## config.mk

```make
export PLATFORM = sky130hd
export DESIGN_NAME = broadcast_reply_turn_scheduler
export DESIGN_NICKNAME = d
export VERILOG_FILES = /design/src/hdl/brts_pkg.sv /design/src/hdl/brts_in_reg.sv /design/src/hdl/brts_core.sv /design/src/hdl/brts_out_reg.sv /design/src/hdl/broadcast_reply_turn_scheduler.sv
export SDC_FILE = /design/constraint.sdc
export NUM_CORES = 1
export LEC_CHECK = 0
export ABC_CLOCK_PERIOD_IN_PS = 9100
export BUFFER_PORTS_ARGS = -buffer_cell sky130_fd_sc_hd__buf_4
export CAP_MARGIN = 0
export CORE_ASPECT_RATIO = 1.5
export CORE_MARGIN = 3
export CORE_UTILIZATION = 50
export CTS_CLUSTER_SIZE = 16
export DETAILED_ROUTE_END_ITERATION = 16
export GPL_ROUTABILITY_DRIVEN = 0
export MAX_ROUTING_LAYER = met4
export PLACE_DENSITY = 0.69
export SYNTH_ARGS = -nofsm -noshare
export SYNTH_HDL_FRONTEND = slang
export SYNTH_HIERARCHICAL = 1
export SYNTH_SLANG_ARGS = --single-unit
export TNS_END_PERCENT = 1
```

## constraint.sdc

```tcl
create_clock -name clock -period 9.1 [get_ports clock]
set_input_delay 0.455 -clock clock [delete_from_list [all_inputs] [get_ports clock]]
set_output_delay 0.455 -clock clock [all_outputs]
set_load 0.01 [all_outputs]
```

## src/hdl/brts_pkg.sv

```systemverilog
// package: types, codes and reset constants for the broadcast reply turn scheduler
`timescale 1ns / 1ps

package brts_pkg;

   localparam int unsigned ID_W      = 8;
   localparam int unsigned SLOT_W    = 16;
   localparam int unsigned TIMEOUT_W = 20;
   localparam int unsigned TIME_W    = 32;
   localparam int unsigned CSR_IDX_W = 2;
   localparam int unsigned CSR_DAT_W = 20;

   localparam logic [ID_W-1:0]      RESET_OWN_ID       = 8'd1;
   localparam logic [SLOT_W-1:0]    RESET_PING_SLOT    = 16'd3000;
   localparam logic [TIMEOUT_W-1:0] RESET_READ_TIMEOUT = 20'd50000;
   localparam logic [ID_W-1:0]      NO_ID              = 8'hFF;
   localparam logic [ID_W-1:0]      FIRST_ID           = 8'd1;

   typedef enum logic [1:0] {
      OP_PING   = 2'd0,
      OP_LIST   = 2'd1,
      OP_STATUS = 2'd2,
      OP_TICK   = 2'd3
   } op_type;

   typedef enum logic [1:0] {
      MODE_IDLE    = 2'd0,
      MODE_PING    = 2'd1,
      MODE_COLLECT = 2'd2,
      MODE_READ    = 2'd3
   } mode_type;

   typedef enum logic {
      ACT_REPLY   = 1'b0,
      ACT_TIMEOUT = 1'b1
   } action_type;

   localparam logic [CSR_IDX_W-1:0] CSR_OWN_ID       = 2'd0;
   localparam logic [CSR_IDX_W-1:0] CSR_PING_SLOT    = 2'd1;
   localparam logic [CSR_IDX_W-1:0] CSR_READ_TIMEOUT = 2'd2;

   typedef struct packed {
      op_type            opcode;
      logic [ID_W-1:0]   bus_id;
      logic              list_last;
      logic [TIME_W-1:0] now_us;
   } item_type;

   typedef struct packed {
      logic       valid;
      action_type action;
   } result_type;

endpackage

```

## src/hdl/brts_in_reg.sv

```systemverilog
// input register stage: holds one request beat until the core takes it
`timescale 1ns / 1ps

module brts_in_reg (
   input  logic               clock,
   input  logic               reset,
   input  logic               req_valid,
   output logic               req_ready,
   input  brts_pkg::item_type req_item,
   input  logic               advance,
   output logic               item_valid,
   output brts_pkg::item_type item
);

   logic               valid_ff;
   logic               valid_in;
   brts_pkg::item_type item_ff;
   logic               load;

   // taken whenever the stage is empty or drains this cycle
   assign req_ready = !valid_ff || advance;
   assign load      = req_valid && req_ready;
   assign valid_in  = load || (valid_ff && !advance);

   always_ff @(posedge clock) begin
      if (reset) begin
         valid_ff <= 1'b0;
      end else begin
         valid_ff <= valid_in;
      end
   end

   always_ff @(posedge clock) begin
      if (load) begin
         item_ff <= req_item;
      end
   end

   assign item_valid = valid_ff;
   assign item       = item_ff;

endmodule

```

## src/hdl/brts_core.sv

```systemverilog
// scheduler core: configuration registers, turn state and per-beat decision logic
`timescale 1ns / 1ps

module brts_core (
   input  logic                                 clock,
   input  logic                                 reset,
   input  logic                                 csr_write,
   input  logic [brts_pkg::CSR_IDX_W-1:0]       csr_index,
   input  logic [brts_pkg::CSR_DAT_W-1:0]       csr_wdata,
   input  logic                                 advance,
   input  brts_pkg::item_type                   item,
   output brts_pkg::result_type                 result
);

   logic [brts_pkg::ID_W-1:0]      own_id_ff;
   logic [brts_pkg::SLOT_W-1:0]    ping_slot_ff;
   logic [brts_pkg::TIMEOUT_W-1:0] read_timeout_ff;

   brts_pkg::mode_type             mode_ff, mode_in;
   logic [brts_pkg::ID_W-1:0]      expected_ff, expected_in;
   logic [brts_pkg::ID_W-1:0]      pred_ff, pred_in;
   logic                           found_ff, found_in;
   logic [brts_pkg::TIME_W-1:0]    mark_ff, mark_in;

   logic [brts_pkg::TIME_W-1:0]    elapsed;
   logic                           slot_done;
   logic                           read_expired;

   always_ff @(posedge clock) begin
      if (reset) begin
         own_id_ff       <= brts_pkg::RESET_OWN_ID;
         ping_slot_ff    <= brts_pkg::RESET_PING_SLOT;
         read_timeout_ff <= brts_pkg::RESET_READ_TIMEOUT;
      end else if (csr_write) begin
         unique case (csr_index)
            brts_pkg::CSR_OWN_ID:       own_id_ff       <= csr_wdata[brts_pkg::ID_W-1:0];
            brts_pkg::CSR_PING_SLOT:    ping_slot_ff    <= csr_wdata[brts_pkg::SLOT_W-1:0];
            brts_pkg::CSR_READ_TIMEOUT: read_timeout_ff <= csr_wdata;
            default: ;
         endcase
      end
   end

   // time differences wrap modulo 2^32
   assign elapsed      = item.now_us - mark_ff;
   assign slot_done    = elapsed >= {{(brts_pkg::TIME_W-brts_pkg::SLOT_W){1'b0}}, ping_slot_ff};
   assign read_expired = elapsed >=
                         {{(brts_pkg::TIME_W-brts_pkg::TIMEOUT_W){1'b0}}, read_timeout_ff};

   always_comb begin
      mode_in       = mode_ff;
      expected_in   = expected_ff;
      pred_in       = pred_ff;
      found_in      = found_ff;
      mark_in       = mark_ff;
      result.valid  = 1'b0;
      result.action = brts_pkg::ACT_REPLY;
      if (advance) begin
         unique case (mode_ff)
            brts_pkg::MODE_PING: begin
               if (item.opcode == brts_pkg::OP_STATUS) begin
                  // jump past the reply just heard
                  expected_in = item.bus_id + 8'd1;
               end else if (item.opcode == brts_pkg::OP_TICK && slot_done) begin
                  mark_in     = item.now_us;
                  expected_in = expected_ff + 8'd1;
               end
               if (expected_in == own_id_ff) begin
                  mode_in      = brts_pkg::MODE_IDLE;
                  result.valid = 1'b1;
               end
            end
            brts_pkg::MODE_READ: begin
               if (item.opcode == brts_pkg::OP_STATUS) begin
                  mark_in = item.now_us;
                  if (item.bus_id == pred_ff) begin
                     mode_in      = brts_pkg::MODE_IDLE;
                     result.valid = 1'b1;
                  end
               end else if (item.opcode == brts_pkg::OP_TICK && read_expired) begin
                  mode_in       = brts_pkg::MODE_IDLE;
                  result.valid  = 1'b1;
                  result.action = brts_pkg::ACT_TIMEOUT;
               end
            end
            brts_pkg::MODE_IDLE, brts_pkg::MODE_COLLECT: begin
               if (item.opcode == brts_pkg::OP_PING) begin
                  expected_in = brts_pkg::FIRST_ID;
                  mark_in     = item.now_us;
                  if (own_id_ff == brts_pkg::FIRST_ID) begin
                     mode_in      = brts_pkg::MODE_IDLE;
                     result.valid = 1'b1;
                  end else begin
                     mode_in = brts_pkg::MODE_PING;
                  end
               end else if (item.opcode == brts_pkg::OP_LIST) begin
                  // first entry in idle opens a new list
                  if (mode_ff == brts_pkg::MODE_IDLE) begin
                     pred_in  = brts_pkg::NO_ID;
                     found_in = 1'b0;
                  end
                  mode_in = brts_pkg::MODE_COLLECT;
                  // entries after our own id leave the predecessor unchanged
                  if (!found_in) begin
                     if (item.bus_id == own_id_ff) begin
                        found_in = 1'b1;
                     end else begin
                        pred_in = item.bus_id;
                     end
                  end
                  if (item.list_last) begin
                     mode_in = brts_pkg::MODE_IDLE;
                     if (found_in) begin
                        if (pred_in == brts_pkg::NO_ID) begin
                           result.valid = 1'b1;
                        end else begin
                           mark_in = item.now_us;
                           mode_in = brts_pkg::MODE_READ;
                        end
                     end
                  end
               end
            end
            default: ;
         endcase
      end
   end

   always_ff @(posedge clock) begin
      if (reset) begin
         mode_ff     <= brts_pkg::MODE_IDLE;
         expected_ff <= brts_pkg::NO_ID;
         pred_ff     <= brts_pkg::NO_ID;
         found_ff    <= 1'b0;
         mark_ff     <= '0;
      end else begin
         mode_ff     <= mode_in;
         expected_ff <= expected_in;
         pred_ff     <= pred_in;
         found_ff    <= found_in;
         mark_ff     <= mark_in;
      end
   end

endmodule

```

## src/hdl/brts_out_reg.sv

```systemverilog
// result register: holds one response beat until the consumer takes it
`timescale 1ns / 1ps

module brts_out_reg (
   input  logic                 clock,
   input  logic                 reset,
   input  brts_pkg::result_type result,
   output logic                 rsp_open,
   output logic                 rsp_valid,
   input  logic                 rsp_ready,
   output logic                 rsp_action
);

   logic                 valid_ff;
   logic                 valid_in;
   brts_pkg::action_type action_ff;

   // free when empty or being drained this cycle
   assign rsp_open = !valid_ff || rsp_ready;
   assign valid_in = rsp_open ? result.valid : valid_ff;

   always_ff @(posedge clock) begin
      if (reset) begin
         valid_ff <= 1'b0;
      end else begin
         valid_ff <= valid_in;
      end
   end

   always_ff @(posedge clock) begin
      if (rsp_open && result.valid) begin
         action_ff <= result.action;
      end
   end

   assign rsp_valid  = valid_ff;
   assign rsp_action = action_ff;

endmodule

```

## src/hdl/broadcast_reply_turn_scheduler.sv

```systemverilog
// a request beat is held in the input stage register; any response beat it causes is
// registered in the result register. throughput: one request beat per cycle; the input
// stage drains whenever the result register is empty or its beat is taken in the same cycle
// configuration writes are taken every cycle (csr_ready is always high)
// reset is synchronous, active high: mode idle, expected and predecessor ids 0xFF,
// own id 1, ping slot 3000 us, read timeout 50000 us
`timescale 1ns / 1ps

module broadcast_reply_turn_scheduler (
   input  logic                           clock,
   input  logic                           reset,
   input  logic                           req_valid,
   output logic                           req_ready,
   input  logic [1:0]                     req_opcode,
   input  logic [brts_pkg::ID_W-1:0]      req_bus_id,
   input  logic                           req_list_last,
   input  logic [brts_pkg::TIME_W-1:0]    req_now_us,
   output logic                           rsp_valid,
   input  logic                           rsp_ready,
   output logic                           rsp_action,
   input  logic                           csr_valid,
   output logic                           csr_ready,
   input  logic [brts_pkg::CSR_IDX_W-1:0] csr_index,
   input  logic [brts_pkg::CSR_DAT_W-1:0] csr_wdata
);

   brts_pkg::item_type   req_item;
   brts_pkg::item_type   item;
   brts_pkg::result_type result;
   logic                 item_valid;
   logic                 rsp_open;
   logic                 advance;

   assign req_item.opcode    = brts_pkg::op_type'(req_opcode);
   assign req_item.bus_id    = req_bus_id;
   assign req_item.list_last = req_list_last;
   assign req_item.now_us    = req_now_us;

   assign csr_ready = 1'b1;
   assign advance   = item_valid && rsp_open;

   brts_in_reg u_in_reg (
      .clock      (clock),
      .reset      (reset),
      .req_valid  (req_valid),
      .req_ready  (req_ready),
      .req_item   (req_item),
      .advance    (advance),
      .item_valid (item_valid),
      .item       (item)
   );

   brts_core u_core (
      .clock     (clock),
      .reset     (reset),
      .csr_write (csr_valid && csr_ready),
      .csr_index (csr_index),
      .csr_wdata (csr_wdata),
      .advance   (advance),
      .item      (item),
      .result    (result)
   );

   brts_out_reg u_out_reg (
      .clock      (clock),
      .reset      (reset),
      .result     (result),
      .rsp_open   (rsp_open),
      .rsp_valid  (rsp_valid),
      .rsp_ready  (rsp_ready),
      .rsp_action (rsp_action)
   );

   // a new response beat only comes from an item the core just processed
   a_rsp_from_item: assert property (@(posedge clock) disable iff (reset)
      $rose(rsp_valid) |-> $past(advance))
      else $error("response beat without a processed item");

   // empty result register means the input stage can always take a beat
   a_ready_when_empty: assert property (@(posedge clock) disable iff (reset)
      !rsp_valid |-> req_ready)
      else $error("input stalled with empty result register");

   // a held item in the input stage keeps its contents
   a_item_held: assert property (@(posedge clock) disable iff (reset)
      item_valid && !advance |=> item_valid && $stable(item))
      else $error("stalled item lost or changed");

endmodule

```

## After elaboration in Yosys (flattened, before gate mapping)

Index checks and enable logic that the tools add are counted.

| operators by class | value |
|---|---|
| magnitude comparators | 2 |
| reduce and logical (&&, ||, !) cells | 25 |
| equality and inequality tests | 24 |
| add/sub/neg operators | 3 |
| bitwise gates (word level) | 3 |
| multiplexer cells | 58 |

Operator list:

| operator | number |
|---|---|
| $mux W32 | 8 |
| $mux W8 | 12 |
| $pmux W32 S3 | 1 |
| $ge A32 B16 Y1 | 1 |
| $ge A32 B20 Y1 | 1 |
| $sub A32 B32 Y32 | 1 |
| $eq A8 B8 Y1 | 3 |
| $mux W1 | 23 |
| $mux W2 | 11 |
| $add A8 B1 Y8 const B | 2 |
| $pmux W8 S2 | 1 |
| $eq A2 B2 Y1 const B | 5 |
| $ne A3 B1 Y1 const B | 3 |
| $eq A8 B1 Y1 const B | 1 |
| $eq A8 B8 Y1 const B | 1 |
| $ne A2 B1 Y1 const B | 4 |
| $reduce_and A8 Y1 | 1 |
| $eq A2 B1 Y1 const B | 3 |
| $logic_and A1 B1 Y1 | 6 |
| $logic_not A2 Y1 | 3 |
| $ne A3 B2 Y1 const B | 2 |
| $pmux W2 S3 | 1 |
| $reduce_and A2 Y1 | 3 |
| $reduce_and A5 Y1 | 1 |
| 11 further kinds | 17 |

| storage, ports and cells | value |
|---|---|
| register bits after elaboration | 141 |
| logic and storage cells | 130 |

## Logic depth before layout (Yosys ltp)

Gate-level depths: netlist of the first run.

| depth | value |
|---|---|
| depth after elaboration | 20 |
| mapped depth | 24 |
| mapped depth without buffers | 24 |

## Cells and area by module

Netlist of the first run, hierarchy kept.

Modules (own cells, without submodules):

| module | times used | area an instance (µm²) | cells an instance | seq. area each (µm²) |
|---|---|---|---|---|
| brts_core | 1 | 7,430.9 | 967 | 1,901.8 |
| brts_in_reg | 1 | 1,346.3 | 48 | 1,311.3 |
| brts_out_reg | 1 | 85.1 | 6 | 50.0 |
| broadcast_reply_turn_scheduler | 1 | 17.5 | 3 | 0.0 |

## Least setup slack after synthesis of the first run

OpenSTA, ideal clock, no wires.

| path | value |
|---|---|
| path type | reg2reg |
| start point | register u_in_reg.item_ff, in the netlist u_in_reg/item[0] |
| end point | register u_out_reg.action_ff, in the netlist u_out_reg/rsp_action (enable) |
| path slack | 4,097 ps |
| data arrival time | 4,714 ps |
| setup time | 289 ps |
| buffers on the path | 0 |
| stages on the path, launching flop included | 23 |
| clock period less this slack | 5,003 ps |
| path through | edfxtp_1 > inv_1 > ha_1 > fa_1 > nand2b_1 > a21oi_1 > nor2_1 > o21ai_0 > a31oi_1 > xnor2_1 > ha_1 > a21oi_1 > o21ai_0 > a31o_2 > a2111o_1 > nor4b_2 > nand4_2 > a2bb2oi_1 > a21o_1 > a211oi_1 > nand4_1 > a221oi_2 > and2_4 |

RTL lines:

| what | line | RTL |
|---|---|---|
| from (decl) | brts_in_reg.sv:17 | `brts_pkg::item_type item_ff;` |
| from (signal assigned) | brts_in_reg.sv:35 | `item_ff <= req_item;` |
| to (signal assigned) | brts_out_reg.sv:32 | `action_ff <= result.action;` |
| to (decl) | brts_out_reg.sv:16 | `brts_pkg::action_type action_ff;` |

==> out/summary.txt, run 1 <==
Status: complete, no violations
Post-Synthesis Mean Instance Area: 8.67 um2
Final Max Slew Viols: 0
Share of the cycle needed by the critical path after routing: 63.7%
Slew margin rel.: 39.5%
Resize count post-CTS: 0
DR WL met3: 904 um
Vias per cell: 5.80
Nets@finish: 1213
Routed wire length: 21800 um
GRT overflow: 0
Post-synth top area share: 21.9%
Synth Instances: 1024
CTS clock-pin slew for the worst setup and hold paths: 0.07 ns
Wire length on met2: 11000 um
Initial drt markers: 507
Synth-to-Final Area Change: 13.4%
Fraction of layout cells with a size suffix above 1: 13.0%
CP max stage cell: a2111o_1
Library cells used by synthesis: 83
Ys async rst share: 0%
Total track usage: 24.0%
# H-tree levels: 4
Num Clock Sinks: 141
Setup crit end kind: register
PwrDens: 175 nW/um2
FF+latch count, synth: 141
Critical Path Fanout Max: 6
Vias: 7535
CTS tree: built
Core area: 17400 um2
WP buf/inv: 1
DIE AREA: 19400 um2
Max Used Layer: met4
Skew final: 0.0132 ns
VDD IR max: 0.000112 V
# diodes: 0
Crit path from: u_in_reg/item[0]$_DFFE_PP_
Most numerous cell in the Yosys netlist: nand2_1
Total iterations of the first detailed-routing run: 5
RSZ-0062 raised after global routing: false
Buffers on Ports: 72
Post-CTS Hold Buffers: 0
Top_reg_cell synth: dfxtp_1
WP data arrival: 5.95 ns
Clock buffer depth: 2
DRC: 0
First-pass GRT wire length: 35900 um
Worst slew pin tran: 0.906 ns
Final ANT Viol Nets: 0
Antenna violations before repair: 0
Synthesized cell area: 8880 um2
Vias in the first global route: 7502
Kind of cell adding the most delay to the critical path: compound AO/OA/AOI/OAI gates
Design area: 10100 um2
Placed cell count: 1267
Die Span Y: 169 um
Top cells by area, synth: dfxtp_1, edfxtp_1, ha_1, nand2_1, mux2i_1
Post-synthesis mux area share: 5.44%
EDFF count, synth: 44
Hold Crit Class: in -> reg
Fmax achieved: 0.172 GHz
Crit start category: register
Minimum clock period: 5.80 ns
Static leakage: 4.29 nW
Post-synthesis xor/xnor area fraction: 5.33%
Synth top cells by count: nand2_1, dfxtp_1, nor2_1, inv_1, a21oi_1
Starting Density: 51.0%
Finished Layout Cells: 1299
# rows: 59
Clk_lat worst skew: 0.43 ns
Critical Path, Cell by Cell: inv_1 > ha_1 > fa_1 > nand2b_1 > a21oi_1 > nor2_1 > o21ai_0 > a31oi_1 > xnor2_1 > ha_1 > a21oi_1 > o21ai_0 > a31o_2 > a2111o_1 > nor4b_2 > nand4_2 > a2bb2oi_1 > a21o_1 > a211oi_1 > nand4_1 > a221oi_2 > and2_4
Total CTS buffers: 17
Largest net degree at the start of global routing: 74
Count of final hold-check violations: 0
Final Setup Violations: 0
DP HPWL: 16200 um
M1 WL: 8790 um
Synthesis Warnings: 6
Max cap viols: 0
Worst EP required: 9.25 ns
Synth Area in Simple Gates: 17.0%
Post-synthesis compound-gate area fraction: 19.7%
Worst R2R Start: u_in_reg/item[0]$_DFFE_PP_
Die width: 115 um
Hold_sp: req_bus_id[7]
Syn nets: 1164
Post-DP Area: 9510 um2
Postcts setup bufs: 0
Adder-Cell Fraction of Synth Area: 9.95%
Setup tns final: 0 ns
Largest area contributor in the netlist: dfxtp_1
CP Class: reg -> reg
Largest family of logic cells by synthesized area: compound AO/OA/AOI/OAI gates
Largest stage delay, worst path: 0.48 ns
Root buffer cell: clkbuf_16
WL per Instance: 16.8 um
Sequential share of the synthesized area: 36.7%
Number of I/O pins: 74
[final cells by class]
type,count,area (um2)
multi-input combinational,755,5110
fill,1622,7350
clock inverter,13,106
tap,213,267
inverter,83,312
timing repair buffer,75,563
sequential,141,3260
clock buffer,19,454
[through the flow]
stage                     hold WS (ns)  setup slack (ns)  utilization [%]  power (mW)
after floorplan                  0.436              4.10                -        1.01
after global placement           0.443              3.69             54.6        1.11
after detailed placement         0.448              3.48             54.6        1.11
after CTS                        0.177              3.43             57.8        1.77
after global routing             0.181              2.91             57.8        1.85
final                            0.195              3.30             57.8        1.76
[metal layers]
| layer | track usage (%) | up-vias |
|---|---|---|
| li1 | - | 3734 |
| met1 | 26.3 | 3497 |
| met2 | 41.2 | 223 |
| met3 | 3.75 | 81 |
| met4 | 12.8 | 0 |
| met5 | - | - |
[cell families (layout without fill, tap and decap cells)]
kind of cell,Yosys count,after routing
other,1,1
xor gates and xnor gates,54,54
DFF,141,141
AOI/OAI and AO/OA,262,262
adders and majority gates,70,70
and+or+nand+nor,320,320
buffers and inverters,128,190
muxes,48,48
[power breakdown]
part | switching [mW] | internal (mW)
logic | 0.221 | 0.168
clock network | 0.285 | 0.370
registers | 0.0320 | 0.683
total | 0.537 | 1.22
[registers in the layout, summed over array words and instances (netlist names)]
register	count
u_core/mode_ff	2
u_core/expected_ff	8
u_core/found_ff	1
u_in_reg/item	43
u_core/mark_ff	32
u_core/own_id_ff	8
u_core/read_timeout_ff	20
u_in_reg/item_valid	1
u_out_reg/rsp_action	1
u_out_reg/rsp_valid	1
u_core/pred_ff	8
u_core/ping_slot_ff	16
[path summary, 6_finish.rpt]
kind / end / slack, ns / depth (start not counted)
min: u_in_reg/item[40]$_DFFE_PP_ / 0.19 / 1
max reg2reg: u_out_reg/rsp_action$_DFFE_PP_ / 3.30 / 22
min reg2reg: u_core/read_timeout_ff[13]$_SDFFE_PP0P_ / 0.45 / 2
max: u_out_reg/rsp_action$_DFFE_PP_ / 3.30 / 22
[cells in the final DEF, fill, tap and decap left out, drive strengths merged, types with 6 or more instances in the layout]
| cell type | synthesis | final |
|---|---|---|
| o22ai | 13 | 13 |
| inv | 82 | 87 |
| a21oi | 89 | 89 |
| nor2 | 91 | 91 |
| a31oi | 9 | 9 |
| xnor2 | 29 | 29 |
| a21o | 20 | 20 |
| buf | 12 | 75 |
| o21ai | 48 | 48 |
| nand3 | 11 | 11 |
| nand4 | 17 | 17 |
| nand2 | 124 | 124 |
| nand2b | 15 | 15 |
| nor4 | 7 | 7 |
| xor2 | 25 | 25 |
| clkinv | 1 | 9 |
| o211ai | 20 | 20 |
| a211oi | 7 | 7 |
| clkbuf | 33 | 19 |
| mux2i | 46 | 46 |
| ha | 69 | 69 |
| and2 | 6 | 6 |
| dfxtp | 97 | 97 |
| edfxtp | 44 | 44 |
| nor3 | 10 | 10 |
| nor2b | 6 | 6 |
| or2 | 6 | 6 |
| and3 | 9 | 9 |
| o21a | 10 | 10 |
(Power assumes the default switching activity.)
==> run 2: changes to the inputs <==
Settings changed: ABC_CLOCK_PERIOD_IN_PS 9100 to 4750, PLACE_DENSITY 0.69 to 0.71.
Clock period 9.1 ns to 4.75 ns, I/O delays scaled along.
==> out/summary.txt, run 2 (synthesis gave the netlist of run 1 again) <==
# diodes: 0 (unchanged)
DIE AREA: 19400 um2 (unchanged)
Worst R2R Start: u_in_reg/item[3]$_DFFE_PP_ (was u_in_reg/item[0]$_DFFE_PP_)
Max reg flops: 43 (unchanged)
Worst hold slack: 0.0636 ns (was 0.195 ns)
Largest net degree at the start of global routing: 74 (unchanged)
Antenna violations before repair: 0 (unchanged)
Slew margin rel.: 41.7% (was 39.5%)
DRC: 0 (unchanged)
Worst flop-to-flop path endpoint: u_out_reg/rsp_action$_DFFE_PP_ (unchanged)
DP HPWL: 16900 um (was 16200 um)
Worst slew pin tran: 0.872 ns (was 0.906 ns)
VDD IR max: 0.000200 V (was 0.000112 V)
Total track usage: 25.1% (was 24.0%)
Critical Path Fanout Max: 4 (was 6)
Vias: 8159 (was 7535)
Clk_lat worst skew: 0.42 ns (was 0.43 ns)
WP data arrival: 5.15 ns (was 5.95 ns)
Total CTS buffers: 17 (unchanged)
Initial drt markers: 340 (was 507)
Power, Total: 3.56 mW (was 1.76 mW)
First-pass GRT wire length: 38200 um (was 35900 um)
Worst EP required: 4.90 ns (was 9.25 ns)
Minimum clock period: 5.00 ns (was 5.80 ns)
CTS tree: built (unchanged)
Max cap viols: 0 (unchanged)
FF+latch area: 3260 um2 (unchanged)
Buffers on Ports: 72 (unchanged)
Core area: 17400 um2 (unchanged)
Synth-to-Final Area Change: 28.0% (was 13.4%)
Hold Crit Class: in -> reg (unchanged)
Root buffer cell: clkbuf_16 (unchanged)
# H-tree levels: 4 (unchanged)
Final Setup Violations: 3 (was 0)
WL per Instance: 16.3 um (was 16.8 um)
Fillers: 1431 (was 1622)
Final worst setup slack: -0.254 ns (was 3.30 ns)
Count of final hold-check violations: 0 (unchanged)
Starting Density: 51.0% (unchanged)
Final ANT Viol Nets: 0 (unchanged)
Hold path depth: 3 (was 1)
Setup crit end kind: register (unchanged)
Skew final: 0.00808 ns (was 0.0132 ns)
Total iterations of the first detailed-routing run: 5 (unchanged)
CP Class: reg -> reg (unchanged)
Vias in the first global route: 8264 (was 7502)
PwrDens: 313 nW/um2 (was 175 nW/um2)
Vias per cell: 5.70 (was 5.80)
Fmax achieved: 0.200 GHz (was 0.172 GHz)
Area occupied by multi-input gates: 5270 um2 (was 5110 um2)
R2R depth: 19 (was 22)
Failing checks: negative setup slack
Crit start category: register (unchanged)
Num Clock Sinks: 141 (unchanged)
# rows: 59 (unchanged)
Die width: 115 um (unchanged)
CTS clock-pin slew for the worst setup and hold paths: 0.07 ns (about the same)
Final Max Slew Viols: 0 (unchanged)
Commonest cells after routing, fill and taps aside: buf_4, nand2_1, dfxtp_1 (was nand2_1, dfxtp_1, nor2_1)
R2r setup slk: -0.25 ns (was 3.30 ns)
Static leakage: 4.92 nW (was 4.29 nW)
Setup crit end: u_out_reg/rsp_action$_DFFE_PP_ (unchanged)
Crit path from: u_in_reg/item[3]$_DFFE_PP_ (was u_in_reg/item[0]$_DFFE_PP_)
Clock buffer depth: 2 (unchanged)
Commonest non-fill, non-tap cell in the layout: buf_4 (was nand2_1)
RSZ-0062 raised after global routing: true (was false)
Number of I/O pins: 74 (unchanged)
Share of the cycle needed by the critical path after routing: 105% (was 63.7%)
Die Span Y: 169 um (unchanged)
Fraction of layout cells with a size suffix above 1: 20.9% (was 13.0%)
Status: complete, but fails checks (was complete, no violations)
Routed wire length: 23300 um (was 21800 um)
Nets@finish: 1346 (was 1213)
GRT overflow: 0 (unchanged)
-- run 2: per-layer routing --
| layer | part of all wire [%] | GRT usage (%) |
|---|---|---|
| met5 | 0 | - |
| met1 | 40 | 26.9 |
| met2 | 52 | 43.8 |
| met4 | 4.9 | 13.5 |
| met3 | 3.8 | 4.10 |
-- run 2: repair_timing --
item / CTS / global route
setup endpoints to repair: 35 / 36
resized for setup: 12 / 11
pin swaps: 23 / 16
hold buffers: 43 / 0
buffers inserted: 11 / 6
endpoints found under the hold margin: 43 / 0
-- run 2: critical path, cell delays in order, from the launching register on --
cell	delay, ns
edfxtp_1	0.44
ha_4	0.31
o211ai_1	0.09
a21oi_2	0.21
nor2_1	0.11
xnor2_1	0.29
ha_1	0.30
a21o_1	0.18
a21oi_1	0.15
o211ai_1	0.13
a31o_2	0.27
a2111o_1	0.52
nor4b_2	0.27
nand4_2	0.23
a2bb2oi_2	0.21
a21o_1	0.16
a211oi_2	0.17
nand4_1	0.17
a221oi_2	0.34
and2_4	0.18
-- run 2: stage by stage --
stage	setup TNS, ns	setup WS (ns)	cell area, um2	cells	util [%]
2_1_floorplan	0	0.00746	8940	1024	-
3_3_place_gp	-0.343	-0.271	10100	1340	58.2
3_5_place_dp	-0.824	-0.410	10100	1340	58.2
4_1_cts	-0.420	-0.260	11300	1426	64.7
5_1_grt	-4.02	-0.537	11400	1432	65.2
6_report	-0.462	-0.254	11400	1432	65.2
-- run 2: cell type report --
cell class | instances | share of cell area, %
Clock buffer | 17 | 3.74
Clock inverter | 15 | 1.20
Inverter | 83 | 2.74
Multi-Input combinational cell | 755 | 46.4
Sequential cell | 141 | 28.7
Tap cell | 213 | 2.35
Timing Repair Buffer | 208 | 14.9
-- run 2: worst min-delay path by stage --
| stage | from | end | slack [ns] |
|---|---|---|---|
| finish | csr_wdata[3] | u_core/ping_slot_ff[3]$_SDFFE_PP1P_ | 0.06 |
| global route | req_valid | u_in_reg/item_valid$_SDFF_PP0_ | 0.06 |
| CTS | csr_wdata[3] | u_core/ping_slot_ff[3]$_SDFFE_PP1P_ | 0.05 |
| detailed placement | req_now_us[13] | u_in_reg/item[13]$_DFFE_PP_ | 0.42 |
| global placement | req_bus_id[4] | u_in_reg/item[37]$_DFFE_PP_ | 0.42 |
| floorplan | reset | u_in_reg/item_valid$_SDFF_PP0_ | 0.30 |
-- run 2: where the power goes --
part,total (mW),switching (mW),internal (mW)
Combinational,0.936,0.477,0.459
Sequential,1.37,0.0616,1.31
Clock,1.25,0.565,0.687
Total,3.56,1.10,2.45
==> run 3: changes to the inputs <==
Settings changed: CORE_ASPECT_RATIO 1.5 to unset.
==> out/summary.txt, run 3 (synthesis gave the netlist of run 1 again) <==
Status: complete, but fails checks (unchanged)
Failing checks: negative setup slack (unchanged)
VDD IR max: 0.000267 V (was 0.000200 V)
Final Max Slew Viols: 0 (unchanged)
Buffers on Ports: 72 (unchanged)
Critical Path Fanout Max: 3 (was 4)
Total iterations of the first detailed-routing run: 6 (was 5)
PwrDens: 321 nW/um2 (was 313 nW/um2)
M1 WL: 10200 um (was 9260 um)
Finished Layout Cells: 1437 (was 1432)
Wire length on met2: 11100 um (was 12000 um)
Commonest non-fill, non-tap cell in the layout: buf_4 (unchanged)
Hold Crit Class: in -> reg (unchanged)
Largest net degree at the start of global routing: 74 (unchanged)
Total track usage: 24.2% (was 25.1%)
Commonest cells after routing, fill and taps aside: buf_4, nand2_1, dfxtp_1 (unchanged)
Vias per cell: 5.51 (was 5.70)
Worst slew pin tran: 0.900 ns (was 0.872 ns)
Setup tns final: -0.961 ns (was -0.462 ns)
DR WL met3: 1170 um (was 898 um)
RSZ-0062 raised after global routing: true (unchanged)
Vias: 7922 (was 8159)
Initial drt markers: 614 (was 340)
Layout Utilization: 65.4% (was 65.2%)
CTS clock-pin slew for the worst setup and hold paths: 0.06 ns (was 0.07 ns)
CTS tree: built (unchanged)
Share of the cycle needed by the critical path after routing: 107% (was 105%)
Fraction of layout cells with a size suffix above 1: 20.2% (was 20.9%)
Num Clock Sinks: 141 (unchanged)
First-pass GRT wire length: 37600 um (was 38200 um)
Count of final hold-check violations: 0 (unchanged)
Crit start category: register (unchanged)
Synth-to-Final Area Change: 27.9% (was 28.0%)
CP Class: reg -> reg (unchanged)
Skew final: 0.00915 ns (was 0.00808 ns)
Max cap viols: 0 (unchanged)
Number of I/O pins: 74 (unchanged)
Die width: 139 um (was 115 um)
Setup crit end kind: register (unchanged)
DRC: 0 (unchanged)
Nets@finish: 1339 (was 1346)
WP data arrival: 5.25 ns (was 5.15 ns)
Core area: 17400 um2 (about the same)
Max Used Layer: met4 (unchanged)
Final worst setup slack: -0.356 ns (was -0.254 ns)
Die Span Y: 139 um (was 169 um)
Total CTS buffers: 17 (unchanged)
Root buffer cell: clkbuf_16 (unchanged)
# rows: 48 (was 59)
Starting Density: 51.2% (was 51.0%)
DP HPWL: 16100 um (was 16900 um)
Routed wire length: 22800 um (was 23300 um)
Antenna violations before repair: 0 (unchanged)
Placed cell count: 1351 (was 1340)
Fillers: 1453 (was 1431)
# H-tree levels: 4 (unchanged)
Vias in the first global route: 7767 (was 8264)
Max reg flops: 43 (unchanged)
DIE AREA: 19400 um2 (about the same)
Design area: 11400 um2 (about the same)
Static leakage: 4.90 nW (was 4.92 nW)
Slew margin rel.: 39.9% (was 41.7%)
Area occupied by multi-input gates: 5260 um2 (was 5270 um2)
GRT overflow: 0 (unchanged)
Worst EP required: 4.89 ns (was 4.90 ns)
Clk_lat worst skew: 0.42 ns (about the same)
Fmax achieved: 0.196 GHz (was 0.200 GHz)
Worst slack, placed: -0.402 ns (was -0.410 ns)
WL per Instance: 15.9 um (was 16.3 um)
FF+latch area: 3260 um2 (unchanged)
Clock buffer depth: 2 (unchanged)
Final ANT Viol Nets: 0 (unchanged)
# diodes: 0 (unchanged)
Final Setup Violations: 3 (unchanged)
Minimum clock period: 5.11 ns (was 5.00 ns)
Post-DP Area: 10200 um2 (was 10100 um2)
## run 3: cell count changes in the layout (fill, tap and decap cells not counted), sizes merged
cell,delta
inv,-3
clkinvlp,+2
clkinv,-2
buf,-7
bufinv,+3
## run 3: power by group
group	switching [mW]	leakage (nW)	internal [mW]
Clock	0.535	0.284	0.823
Combinational	0.473	3.40	0.443
Sequential	0.0583	1.21	1.31
Total	1.07	4.90	2.57
## run 3: stage by stage
stage          hold WS [ns]  total power [mW]
2_1_floorplan         0.300              1.94
3_3_place_gp          0.416              2.22
3_5_place_dp          0.417              2.23
4_1_cts              0.0437              3.64
5_1_grt              0.0573              3.82
6_report             0.0568              3.64
## run 3: per-layer routing
| metal | track usage (%) | vias up |
|---|---|---|
| met2 | 40.1 | 222 |
| met3 | 4.64 | 35 |
| met4 | 7.31 | 0 |
| met5 | - | - |
| li1 | - | 3977 |
| met1 | 30.2 | 3688 |
## run 3: worst paths after layout
| kind | from | cells past startpoint | slack (ns) | endpoint |
|---|---|---|---|---|
| max | u_in_reg/item[0]$_DFFE_PP_ | 22 | -0.36 | u_out_reg/rsp_action$_DFFE_PP_ |
| max reg2reg | u_in_reg/item[0]$_DFFE_PP_ | 22 | -0.36 | u_out_reg/rsp_action$_DFFE_PP_ |
| min | csr_wdata[19] | 3 | 0.06 | u_core/read_timeout_ff[19]$_SDFFE_PP0P_ |
| min reg2reg | u_core/ping_slot_ff[12]$_SDFFE_PP0P_ | 2 | 0.46 | u_core/ping_slot_ff[12]$_SDFFE_PP0P_ |
## run 3: layout make-up
type | count | share of cell area [%]
multi-input cells | 755 | 46.3
well taps | 225 | 2.48
repair buffers | 201 | 14.5
clock inverters | 15 | 1.50
inverters | 83 | 2.74
clock buffers | 17 | 3.74
flip-flops and latches | 141 | 28.7
## run 3: worst max-delay path, cell delays in order (launching register included)
cell      delay, ns
edfxtp_1       0.34
inv_1          0.05
ha_2           0.20
fa_2           0.36
nand2b_4       0.16
a21oi_4        0.16
nor2_4         0.05
o21ai_2        0.15
a31oi_1        0.12
xnor2_1        0.21
ha_1           0.27
a21oi_1        0.13
o21ai_1        0.07
a31o_2         0.23
a2111o_1       0.52
nor3_4         0.24
nand3_2        0.14
mux2_2         0.35
xnor2_1        0.13
nor3_1         0.20
nand4_1        0.18
a221oi_2       0.37
and2_4         0.19
## run 3: timing repair
item	CTS	global route
setup buffers	9	2
endpoints found under the setup margin	2	34
hold buffers	43	0
resized for setup	14	7
pin swaps	22	13
endpoints found under the hold margin	43	0
